[config.mk]
export PLATFORM = sky130hd
export DESIGN_NAME = bsp_ctrl
export DESIGN_NICKNAME = d
export VERILOG_FILES = /design/src/sv/bsp_pkg.sv /design/src/sv/bsp_ctrl.sv
export SDC_FILE = /design/constraint.sdc
export NUM_CORES = 1
export LEC_CHECK = 0
export CELL_PAD_IN_SITES_DETAIL_PLACEMENT = 0
export CELL_PAD_IN_SITES_GLOBAL_PLACEMENT = 1
export CORE_AREA = 2 2 39 41
export DETAILED_ROUTE_END_ITERATION = 10
export DIE_AREA = 0 0 41 43
export DONT_BUFFER_PORTS = 1
export HOLD_SLACK_MARGIN = 0.1
export PLACE_DENSITY = 0.42
export SYNTH_ARGS = -nofsm -noshare
export SYNTH_HDL_FRONTEND = slang
export SYNTH_SLANG_ARGS = --single-unit
[constraint.sdc]
create_clock -name clock -period 1.21 [get_ports clock]
set_input_delay 0.121 -clock clock [delete_from_list [all_inputs] [get_ports clock]]
set_output_delay 0.121 -clock clock [all_outputs]
set_load 0.02 [all_outputs]
[src/sv/bsp_pkg.sv]
// Package for the block-shuffle pattern generator: sizes, register indexes,
// controller states, the command and status bundles and the symbol map.
// No dependencies; every other file of the block but bsp_ram imports it.
package bsp_pkg;

   localparam int MAX_TRIALS   = 2048;
   localparam int IDX_W        = $clog2(MAX_TRIALS);
   localparam int CNT_W        = IDX_W + 1;
   localparam int BLOCK_LIMIT  = 1024;
   localparam int BNUM_W       = $clog2(BLOCK_LIMIT);
   localparam int BLK_W        = BNUM_W + 1;
   localparam int WORD_W       = 31;
   localparam int SYM_W        = 8;
   localparam int RAM_W        = IDX_W + 1;
   localparam int DIV_STEPS    = WORD_W;
   localparam int DIV_CNT_W    = $clog2(DIV_STEPS);

   localparam int SYM_COUNT    = 62;
   localparam int SYM_IDX_W    = 6;
   localparam int RECIP        = 1057;
   localparam int RECIP_W      = 11;
   localparam int RECIP_SHIFT  = 16;
   localparam int QUOT_W       = 6;
   localparam int REM_RAW_W    = 7;

   localparam int CSR_INDEX_W  = 2;
   localparam int CSR_DATA_W   = 12;

   localparam logic [CSR_INDEX_W-1:0] CSR_TRIAL_COUNT = 2'd0;
   localparam logic [CSR_INDEX_W-1:0] CSR_BLOCK_COUNT = 2'd1;

   localparam logic [CNT_W-1:0] TRIAL_COUNT_RESET = 12'd4;
   localparam logic [BLK_W-1:0] BLOCK_COUNT_RESET = 11'd1;

   localparam logic [SYM_W-1:0] CHAR_DOT     = 8'h2E;
   localparam logic [SYM_W-1:0] CHAR_UPPER_A = 8'h41;
   localparam logic [SYM_W-1:0] CHAR_LOWER_A = 8'h61;
   localparam logic [SYM_W-1:0] CHAR_ZERO    = 8'h30;

   typedef enum logic [2:0] {
      ST_CLEAR,
      ST_IDLE,
      ST_DIV,
      ST_RD_POS,
      ST_RD_PIV,
      ST_WR_POS,
      ST_WR_PIV,
      ST_DONE
   } bsp_state_type;

   typedef struct packed {
      logic clr_wr;
      logic load_item;
      logic div_step;
      logic rd_pos;
      logic rd_piv;
      logic wr_pos;
      logic wr_piv;
      logic finish;
   } bsp_cmd_type;

   typedef struct packed {
      logic finished;
      logic rem_gt1;
      logic div_last;
      logic clr_last;
      logic out_empty;
   } bsp_status_type;

   function automatic logic [SYM_W-1:0] sym_char(input logic [SYM_IDX_W-1:0] r);
      logic [SYM_W-1:0] r_ext;
      r_ext = {{(SYM_W-SYM_IDX_W){1'b0}}, r};
      if (r_ext < 8'd26) begin
         sym_char = CHAR_UPPER_A + r_ext;
      end else if (r_ext < 8'd52) begin
         sym_char = CHAR_LOWER_A + (r_ext - 8'd26);
      end else begin
         sym_char = CHAR_ZERO + (r_ext - 8'd52);
      end
   endfunction

endpackage

[src/sv/bsp_ctrl.sv]
// Controller state machine of the block-shuffle pattern generator. It
// sequences the datapath through commands. Depends on bsp_pkg.
module bsp_ctrl (
   input  logic                    clock,
   input  logic                    reset,
   input  logic                    req_valid,
   output logic                    req_ready,
   input  bsp_pkg::bsp_status_type status,
   output bsp_pkg::bsp_cmd_type    cmd
);
   import bsp_pkg::*;

   bsp_state_type state_ff;
   bsp_state_type state_in;

   always_ff @(posedge clock) begin
      if (reset) begin
         state_ff <= ST_CLEAR;
      end else begin
         state_ff <= state_in;
      end
   end

   always_comb begin
      state_in  = state_ff;
      cmd       = '0;
      req_ready = 1'b0;
      case (state_ff)
         ST_CLEAR: begin
            cmd.clr_wr = 1'b1;
            if (status.clr_last) begin
               state_in = ST_IDLE;
            end
         end
         ST_IDLE: begin
            req_ready = 1'b1;
            if (req_valid && !status.finished) begin
               cmd.load_item = 1'b1;
               state_in = status.rem_gt1 ? ST_DIV : ST_RD_POS;
            end
         end
         ST_DIV: begin
            cmd.div_step = 1'b1;
            if (status.div_last) begin
               state_in = ST_RD_POS;
            end
         end
         ST_RD_POS: begin
            cmd.rd_pos = 1'b1;
            state_in = ST_RD_PIV;
         end
         ST_RD_PIV: begin
            cmd.rd_piv = 1'b1;
            state_in = ST_WR_POS;
         end
         ST_WR_POS: begin
            cmd.wr_pos = 1'b1;
            state_in = ST_WR_PIV;
         end
         ST_WR_PIV: begin
            cmd.wr_piv = 1'b1;
            state_in = ST_DONE;
         end
         ST_DONE: begin
            if (status.out_empty) begin
               cmd.finish = 1'b1;
               state_in = ST_IDLE;
            end
         end
         default: begin
            state_in = ST_IDLE;
         end
      endcase
   end

endmodule

==> impl_metrics.json, run 1 <==
{
  "met3_length_um": 49,
  "cts_max_level": 1,
  "routedWlPerCell_um": 11.36,
  "cp-start-kind": "flip-flop",
  "setup_viol": 0,
  "synthesis.nets": 36,
  "viasPerCell": 4.714,
  "worst_slew_pin_slew_ps": 432.1,
  "met2_wirelength_um": 354,
  "synth_seq_area_share": 0.2595,
  "cts_root_buf": "clkbuf_4",
  "grt_overflow_total": 0,
  "crit_path_end_kind": "primary output",
  "highest_layer": "met4",
  "start_util": 0.1673,
  "fin_cells": 56,
  "first_global_vias": 245,
  "ir_drop_v": 0.0004438,
  "std_cell_rows": 14,
  "grt_max_degree": 13,
  "final_max_slew_viol_count": 0,
  "die_area_sq_um": 1763,
  "port_buffers": 0,
  "fp.dieW_um": 41,
  "fin_ws_ps": 13.11,
  "power.density_nw_per_um2": 1021,
  "hold_end": "state_ff[0]$_SDFFE_PP0P_",
  "grt_usage": 0.08909,
  "r2r-end": "state_ff[0]$_SDFFE_PP0P_",
  "ant_nets": 0,
  "drive_above_1_share": 0.6500,
  "p_leak_nw": 0.1718,
  "fin_nets": 49,
  "cts.path.max_buffers": 2,
  "crit_required_ps": 1090,
  "ys_seq_elements": 3,
  "gp_congestion": 0.7748,
  "hold_class": "primary input to flip-flop",
  "placed_cells": 50,
  "reg_top3": "state_ff x3",
  "die_y_um": 43,
  "wl_um": 636,
  "worstSetupPathType": "flip-flop to primary output",
  "antenna_found_initial": 0,
  "cts_made_buffers": 3,
  "core_area_sq_um": 1384,
  "drc": 0,
  "drv_cap": 0,
  "insertion_delay_ps": 230,
  "avgSynthCellArea_sq_um": 8.267,
  "worstPathMaxFanout": 6,
  "synth_area_sq_um": 231.5,
  "area_delta_synth_final_pct": 73.51,
  "vias": 264,
  "hold_viol_final": 0,
  "skew_ps": 1.263,
  "finalCritPeriodShare": 0.9892,
  "drt_iter0_drc": 0,
  "arrival_ps": 1080,
  "syn_inst": 28,
  "dp_slack_ps": 35.09,
  "drtPass1Iterations": 1,
  "ios": 17,
  "wl_met1_um": 223,
  "slew_headroom": 0.7045,
  "grt_setup_unrepaired": "yes",
  "yosysUniqueCellTypes": 18,
  "tritoncts": "done",
  "grt_first_pass_wirelength_um": 993,
  "final.min_clock_period_ps": 1197,
  "clk_pin_slew_ps": 40,
  "fmax_mhz": 835.5,
  "holdPathStages": 2,
  "r2r_slack_ps": 140,
  "antenna_cells": 0,
  "hold_path.startpoint": "status[3]",
  "cts_sinks": 3,
  "dp_hpwl_um": 521.1,
  "crit_path_start": "state_ff[1]$_SDFFE_PP0P_",
  "largest_reg_flops": 3,
  "reg2reg_depth": 3,
  "status": "finished clean",
  "yosysWarnings": 0,
  "top_register": "state_ff",
  "reg2reg_from": "state_ff[1]$_SDFFE_PP0P_"
}
## power breakdown
| group | internal (mW) | switching (mW) | leakage (nW) | total (mW) |
|---|---|---|---|---|
| logic | 0.0653 | 0.0552 | 0.130 | 0.120 |
| clock network | 0.123 | 0.0467 | 0.0150 | 0.170 |
| registers | 0.106 | 0.0144 | 0.0267 | 0.120 |
| total | 0.294 | 0.116 | 0.172 | 0.410 |
## layout by cell type (no fill, tap or decap), drive strengths merged
master	count
and2	1
nor3b	3
clkbuf	4
o21a	2
nand2	2
nor2b	2
a2111oi	1
buf	10
and3b	2
dlygate4sd3	1
nand2b	1
a211o	1
nor3	2
nor2	2
dfxtp	3
a21oi	1
a31oi	1
a311oi	1
## synthesized netlist by cell type
library cell	count	share of area
nor3_1	2	0.043
nor2b_1	1	0.027
and3b_1	2	0.076
a21oi_1	1	0.022
nor3b_1	2	0.065
buf_2	3	0.065
a311oi_1	1	0.038
nand2b_1	1	0.027
a211o_1	1	0.038
nor3b_2	1	0.054
nand2_1	2	0.032
o21a_1	2	0.065
nor2_1	2	0.032
and2_2	1	0.032
nor2b_4	1	0.059
dfxtp_1	3	0.26
a2111oi_0	1	0.038
a31oi_1	1	0.027
## worst max path at each step
stage / to / depth (start not counted)
floorplan: cmd[5] / 2
global route: cmd[6] / 3
finish: cmd[6] / 3
detailed placement: cmd[0] / 3
global placement: state_ff[0]$_SDFFE_PP0P_ / 3
CTS: cmd[0] / 4
## critical path: stages, from the launching register on
cell and delay [ps]:
dfxtp_4 350, buf_6 130, nor3b_4 170, and2_4 200
## logic make-up (layout without fill, tap and decap cells)
kind of cell | Yosys count | count (layout) | share of synthesized area
AO/OA/AOI/OAI | 7 | 7 | 0.2270
AND/OR/NAND/NOR | 15 | 15 | 0.4487
buffers and inverters | 3 | 15 | 0.06485
flip-flops | 3 | 3 | 0.2595
## area by class of cell
class,instances,area [sq um]
clock buffers,4,26.28
fillers,149,982.2
multi-input cells,22,187.7
flip-flops and latches,3,71.32
well taps,16,20.02
repair buffers,11,96.34
## through the flow
stage	power [mW]	TNS (ps)	util	instance area, sq um	hold slack [ps]
2_1_floorplan	0.1877	0	-	237.7	193.1
3_3_place_gp	0.2213	0	0.2242	310.3	199.2
3_5_place_dp	0.2219	0	0.2242	310.3	202.2
4_1_cts	0.4092	-23.00	0.2649	366.6	119.0
5_1_grt	0.4462	-69.67	0.2902	401.6	112.6
6_report	0.4102	0	0.2902	401.6	129.5
## timing repair
item                                   CTS  global route
pin swaps                                2             4
setup buffers                            0             1
hold buffers                             1             0
setup endpoints to repair                9             9
endpoints found under the hold margin    3             0
gates resized for setup                  9             8
## per-layer routing
metal	vias up	track usage
li1	129	-
met1	123	0.09236
met2	10	0.1219
met3	2	0.03141
met4	0	0.1000
met5	-	0
No activity file was read; power rests on OpenSTA's default activity.
==> run 2: changes to the inputs <==
PLACE_DENSITY = unset   (was 0.42)
PLACE_DENSITY_LB_ADDON = 0.2   (was unset)
SLEW_MARGIN = 10   (was unset)
==> impl_metrics.json, run 2 (same netlist as run 1, synthesis figures left out) <==
{
  "status": "finished clean",
  "std_cell_rows": 14,
  "drt_iter0_drc": 3,
  "vias": 253,
  "worst_slew_pin_slew_ps": 471.1,
  "p_leak_nw": 0.1740,
  "ir_drop_v": 0.0004850,
  "grt_usage": 0.08108,
  "die_y_um": 43,
  "grt_max_degree": 13,
  "skew_ps": 1.881,
  "ios": 17,
  "p_switching_uw": 120.1,
  "grt_first_pass_wirelength_um": 897,
  "power.density_nw_per_um2": 1019,
  "finalCritPeriodShare": 0.9846,
  "p_seq_frac": 0.281,
  "worstPathMaxFanout": 6,
  "first_global_vias": 228,
  "comb_power_share": 0.303,
  "setup_viol": 0,
  "fin_cells": 56,
  "dp_slack_ps": 35.71,
  "drv_cap": 0,
  "fin_nets": 49,
  "ant_nets": 0,
  "clk_pin_slew_ps": 40,
  "crit_path_cell_trace": "buf_6, nor3b_4, and2_4",
  "grt_setup_unrepaired": "yes",
  "reg_top3": "state_ff x3",
  "fp.dieW_um": 41,
  "area_delta_synth_final_pct": 75.68,
  "worst_path_max_delay_cell": "dfxtp_4",
  "start_util": 0.1673,
  "tritoncts": "done",
  "arrival_ps": 1070,
  "timing.hold.ws_ps": 127.2,
  "crit_path_start": "state_ff[1]$_SDFFE_PP0P_",
  "fmax_mhz": 839.4,
  "final_max_slew_viol_count": 0,
  "slowest_delay_ps": 350,
  "critPathCapture": "cmd[6]",
  "crit_path_end_kind": "primary output",
  "multi_input_comb_area_sq_um": 191.4,
  "drtPass1Iterations": 3,
  "fillCellCount": 159,
  "hold_class": "primary input to flip-flop",
  "crit_required_ps": 1090,
  "final.min_clock_period_ps": 1191,
  "critical-path-top-delay-family": "simple AND/OR/NAND/NOR gates",
  "top_register": "state_ff",
  "drc": 0,
  "core_area_sq_um": 1384,
  "cts_max_level": 1,
  "seq_area_sq_um": 68.82,
  "cp-start-kind": "flip-flop",
  "r2r-end": "state_ff[0]$_SDFFE_PP0P_",
  "wl_um": 630,
  "hold_viol_final": 0,
  "reg2reg_from": "state_ff[1]$_SDFFE_PP0P_",
  "viasPerCell": 4.518,
  "insertion_delay_ps": 230,
  "cts_sinks": 3,
  "cts.path.max_buffers": 2,
  "p_total_uw": 414.4,
  "routedWlPerCell_um": 11.25,
  "cts_root_buf": "clkbuf_4",
  "port_buffers": 0,
  "reg2reg_depth": 3,
  "gp_congestion": 0.7358,
  "cts_made_buffers": 3,
  "mostFrequentLayoutCell": "buf_4",
  "clock_power_share": 0.416,
  "r2r_slack_ps": 110,
  "antenna_cells": 0,
  "swShare": 0.2897,
  "largest_reg_flops": 3,
  "path_buf_inv": 1,
  "crit_cells": 3,
  "fin_ws_ps": 18.69,
  "placed_cells": 51,
  "die_area_sq_um": 1763,
  "mostFrequentLayoutCells": "buf_4 (6), buf_6 (4), clkbuf_4 (3)",
  "worstSetupPathType": "flip-flop to primary output",
  "power.internal_uw": 294.3,
  "grt_overflow_total": 0,
  "slew_headroom": 0.6778,
  "antenna_found_initial": 0,
  "post_cts_buffers": 0,
  "drive_above_1_share": 0.6250
}
[run 2: what timing repair did]
item                                   in CTS  in global routing
resized for setup                           7                 10
pin swaps                                   2                  2
setup endpoints to repair                   8                  8
hold buffers                                1                  0
endpoints found under the hold margin       3                  0
[run 2: through the flow]
step	util	TNS (ps)	cell area (sq um)
6_report	0.2939	0	406.6
5_1_grt	0.2939	-23.25	406.6
4_1_cts	0.2694	-9.630	372.9
3_5_place_dp	0.2297	0	317.8
3_3_place_gp	0.2297	0	317.8
2_1_floorplan	-	0	237.7
[run 2: layer usage]
layer | track usage | routed length (um) | share of wire
met3 | 0.02094 | 58 | 0.092
met2 | 0.1281 | 362 | 0.57
met1 | 0.06688 | 209 | 0.33
met4 | 0.1000 | 0 | 0
met5 | 0 | 0 | 0
[run 2: worst min-delay path by stage]
stage,slack [ps],from,depth (start not counted),to
floorplan,190,reset,1,state_ff[0]$_SDFFE_PP0P_
global placement,200,reset,1,state_ff[0]$_SDFFE_PP0P_
detailed placement,200,reset,1,state_ff[0]$_SDFFE_PP0P_
CTS,120,status[0],3,state_ff[2]$_SDFFE_PP0P_
global route,130,status[3],2,state_ff[0]$_SDFFE_PP0P_
finish,130,status[3],2,state_ff[0]$_SDFFE_PP0P_
[run 2: cell type report]
cell class	instances	share of cell area
Tap cell	16	0.04923
Multi-Input combinational cell	22	0.4708
Timing Repair Buffer	11	0.2462
Clock buffer	4	0.06462
Sequential cell	3	0.1692
[run 2: power by group through the flow]
stage               logic (mW)  registers, mW  clock network (mW)
floorplan               0.0750          0.113                   0
CTS                      0.118          0.115               0.184
finish                   0.126          0.117               0.172
detailed placement       0.110          0.117                   0
global placement         0.109          0.117                   0
global route             0.135          0.119               0.186
[run 2: worst register-to-register path: cells and delay by family (launching register included)]
kind,cells,cell delay [ps]
flip-flops,1,360
AND/OR/NAND/NOR,1,40
AO/OA/AOI/OAI,2,560
==> run 3: changes to the inputs <==
--- a/config.mk
+++ b/config.mk
@@ -6,4 +6,5 @@
 export NUM_CORES = 1
 export LEC_CHECK = 0
+export ABC_AREA = 1
 export CELL_PAD_IN_SITES_DETAIL_PLACEMENT = 0
 export CELL_PAD_IN_SITES_GLOBAL_PLACEMENT = 1
==> constraint.sdc (replaced) <==
create_clock -name clock -period 1.21 [get_ports clock]
set_input_delay 0.0605 -clock clock [delete_from_list [all_inputs] [get_ports clock]]
set_output_delay 0.0605 -clock clock [all_outputs]
set_load 0.02 [all_outputs]
==> impl_metrics.json, run 3 <==
{
  "grt_overflow_total": 0,
  "std_cell_rows": 14,
  "grt_usage": 0.08333,
  "swShare": 0.5037,
  "post_cts_buffers": 0,
  "hold_viol_final": 0,
  "synth-async-reset-ratio": 0,
  "fmax_mhz": 890.5,
  "timing.hold.ws_ps": 162.9,
  "drtPass1Iterations": 4,
  "fillCellCount": 168,
  "crit_required_ps": 1150,
  "vias": 314,
  "synth_seq_area_share": 0.2152,
  "skew_ps": 4.252,
  "antenna_cells": 0,
  "area_delta_synth_final_pct": 47.98,
  "hold_class": "primary input to flip-flop",
  "reg_top3": "state_ff x3",
  "mostFrequentLayoutCell": "nor2_1",
  "reg2reg_depth": 5,
  "cts_sinks": 3,
  "top_register": "state_ff",
  "synthesis.nets": 57,
  "final.min_clock_period_ps": 1123,
  "grt_first_pass_wirelength_um": 1007,
  "seq_area_sq_um": 67.56,
  "fin_ws_ps": 87.06,
  "yosysWarnings": 0,
  "synth_area_sq_um": 279.0,
  "multi_input_comb_area_sq_um": 187.7,
  "ios": 17,
  "fin_util": 0.2984,
  "use_met3": 0.03665,
  "drive_above_1_share": 0.4262,
  "first_global_vias": 249,
  "clk_pin_slew_ps": 40,
  "yosysMostFrequentCell": "nor2_1",
  "routedWlPerCell_um": 8.416,
  "fin_nets": 70,
  "yosysUniqueCellTypes": 16,
  "insertion_delay_ps": 230,
  "synthFlopType": "dfxtp_1",
  "grt_max_degree": 10,
  "cts_max_level": 1,
  "status": "finished clean",
  "slew_headroom": 0.7467,
  "core_area_sq_um": 1384,
  "cts_root_buf": "clkbuf_4",
  "antenna_found_initial": 0,
  "yosys.area.top_type": "dfxtp_1",
  "start_util": 0.2016,
  "synth_top_area_frac": 0.2152,
  "gp_congestion": 0.7196,
  "worstSetupPathType": "flip-flop to primary output",
  "ir_drop_v": 0.001094,
  "power.density_nw_per_um2": 2418,
  "viasPerCell": 4.078,
  "finalCritPeriodShare": 0.9280,
  "tns_ps": 0,
  "synth-edff-count": 0,
  "p_seq_frac": 0.221,
  "dp_slack_ps": 104.2,
  "top_usage_layer": "met1",
  "reg2reg_from": "state_ff[2]$_SDFFE_PP0P_",
  "power.internal_uw": 495.5,
  "largest_reg_flops": 3,
  "tritoncts": "done",
  "r2r_slack_ps": 160,
  "port_buffers": 0,
  "drt_iter0_drc": 6,
  "ant_nets": 0,
  "die_y_um": 43,
  "mostFrequentLayoutCells": "nor2_1 (10), inv_1 (8), buf_4 (8)",
  "p_switching_uw": 502.8,
  "dp_hpwl_um": 519.3,
  "cp-start-kind": "flip-flop",
  "clock_power_share": 0.171,
  "grt_use_met2": 0.1156,
  "ys_seq_elements": 3,
  "fp.dieW_um": 41,
  "comb_power_share": 0.607,
  "worst_slew_pin_slew_ps": 378.6,
  "grt_util_met1": 0.1158,
  "die_area_sq_um": 1763,
  "p_leak_nw": 0.2099,
  "syn_inst": 49,
  "wl_um": 648,
  "final_max_slew_viol_count": 0,
  "crit_path_end_kind": "primary output",
  "ys_top_cells_by_count": "nor2_1 (11), inv_1 (9), nand2_1 (6)",
  "worstPathMaxFanout": 7,
  "drv_cap": 0,
  "r2r-end": "state_ff[0]$_SDFFE_PP0P_",
  "drc": 0,
  "hold_path.startpoint": "status[0]",
  "grt_setup_unrepaired": "yes",
  "setup_viol": 0,
  "arrival_ps": 1060,
  "cts_made_buffers": 3,
  "hold_end": "state_ff[2]$_SDFFE_PP0P_",
  "netlist_top_cells_area": "dfxtp_1 (22%), nor2_1 (15%), inv_1 (12%), nand2_1 (8.1%), nand2_2 (6.7%)",
  "cts.path.max_buffers": 2,
  "holdPathStages": 3,
  "avgSynthCellArea_sq_um": 5.694
}
-- run 3: layout make-up --
class / instances / share of cell area
Sequential cell: 3 / 0.1636
Multi-Input combinational cell: 34 / 0.4545
Timing Repair Buffer: 9 / 0.1697
Inverter: 11 / 0.1000
Tap cell: 16 / 0.04848
Clock buffer: 4 / 0.06364
-- run 3: worst max-delay path, stage by stage (launching register included) --
cell	delay (ps)
dfxtp_4	380
nand2_1	120
nor2_1	330
-- run 3: per-layer routing --
layer	wire, um	share of wire
met5	0	0
met4	0	0
met3	73	0.11
met2	260	0.40
met1	315	0.49
-- run 3: power groups by stage --
stage               Clock, mW  Combinational, mW  Sequential, mW
floorplan                   0              0.460           0.183
global placement            0              0.587           0.202
detailed placement          0              0.582           0.198
CTS                     0.181              0.588           0.211
global route            0.188              0.696           0.234
finish                  0.171              0.606           0.221
-- run 3: cells by family (layout without fill, tap and decap cells) --
kind of cell    count (synthesis)  after routing  share of synthesized area
simple gates                   31             31                     0.5381
flops                           3              3                     0.2153
compound gates                  3              3                    0.07175
buf+inv                        12             24                     0.1749
-- run 3: timing repair --
action | CTS | global route
hold buffers | 1 | 0
endpoints found under the hold margin | 3 | 0
gates resized for setup | 3 | 5
pin swaps | 0 | 0
setup endpoints to repair | 8 | 6
-- run 3: worst max path at each step --
| stage | startpoint | to | cells after the start |
|---|---|---|---|
| 6_report | state_ff[1]$_SDFFE_PP0P_ | cmd[4] | 2 |
| 5_1_grt | state_ff[1]$_SDFFE_PP0P_ | cmd[3] | 4 |
| 3_5_place_dp | state_ff[1]$_SDFFE_PP0P_ | state_ff[0]$_SDFFE_PP0P_ | 5 |
| 3_3_place_gp | state_ff[1]$_SDFFE_PP0P_ | state_ff[0]$_SDFFE_PP0P_ | 5 |
| 2_1_floorplan | state_ff[0]$_SDFFE_PP0P_ | cmd[6] | 4 |
| 4_1_cts | state_ff[0]$_SDFFE_PP0P_ | cmd[6] | 5 |
-- run 3: per-stage QoR --
step | power, mW | cells | instance area (sq um)
2_1_floorplan | 0.6429 | 49 | 284.0
3_3_place_gp | 0.7890 | 72 | 356.6
3_5_place_dp | 0.7807 | 72 | 356.6
4_1_cts | 0.9800 | 77 | 397.9
5_1_grt | 1.119 | 77 | 412.9
6_report | 0.9983 | 77 | 412.9
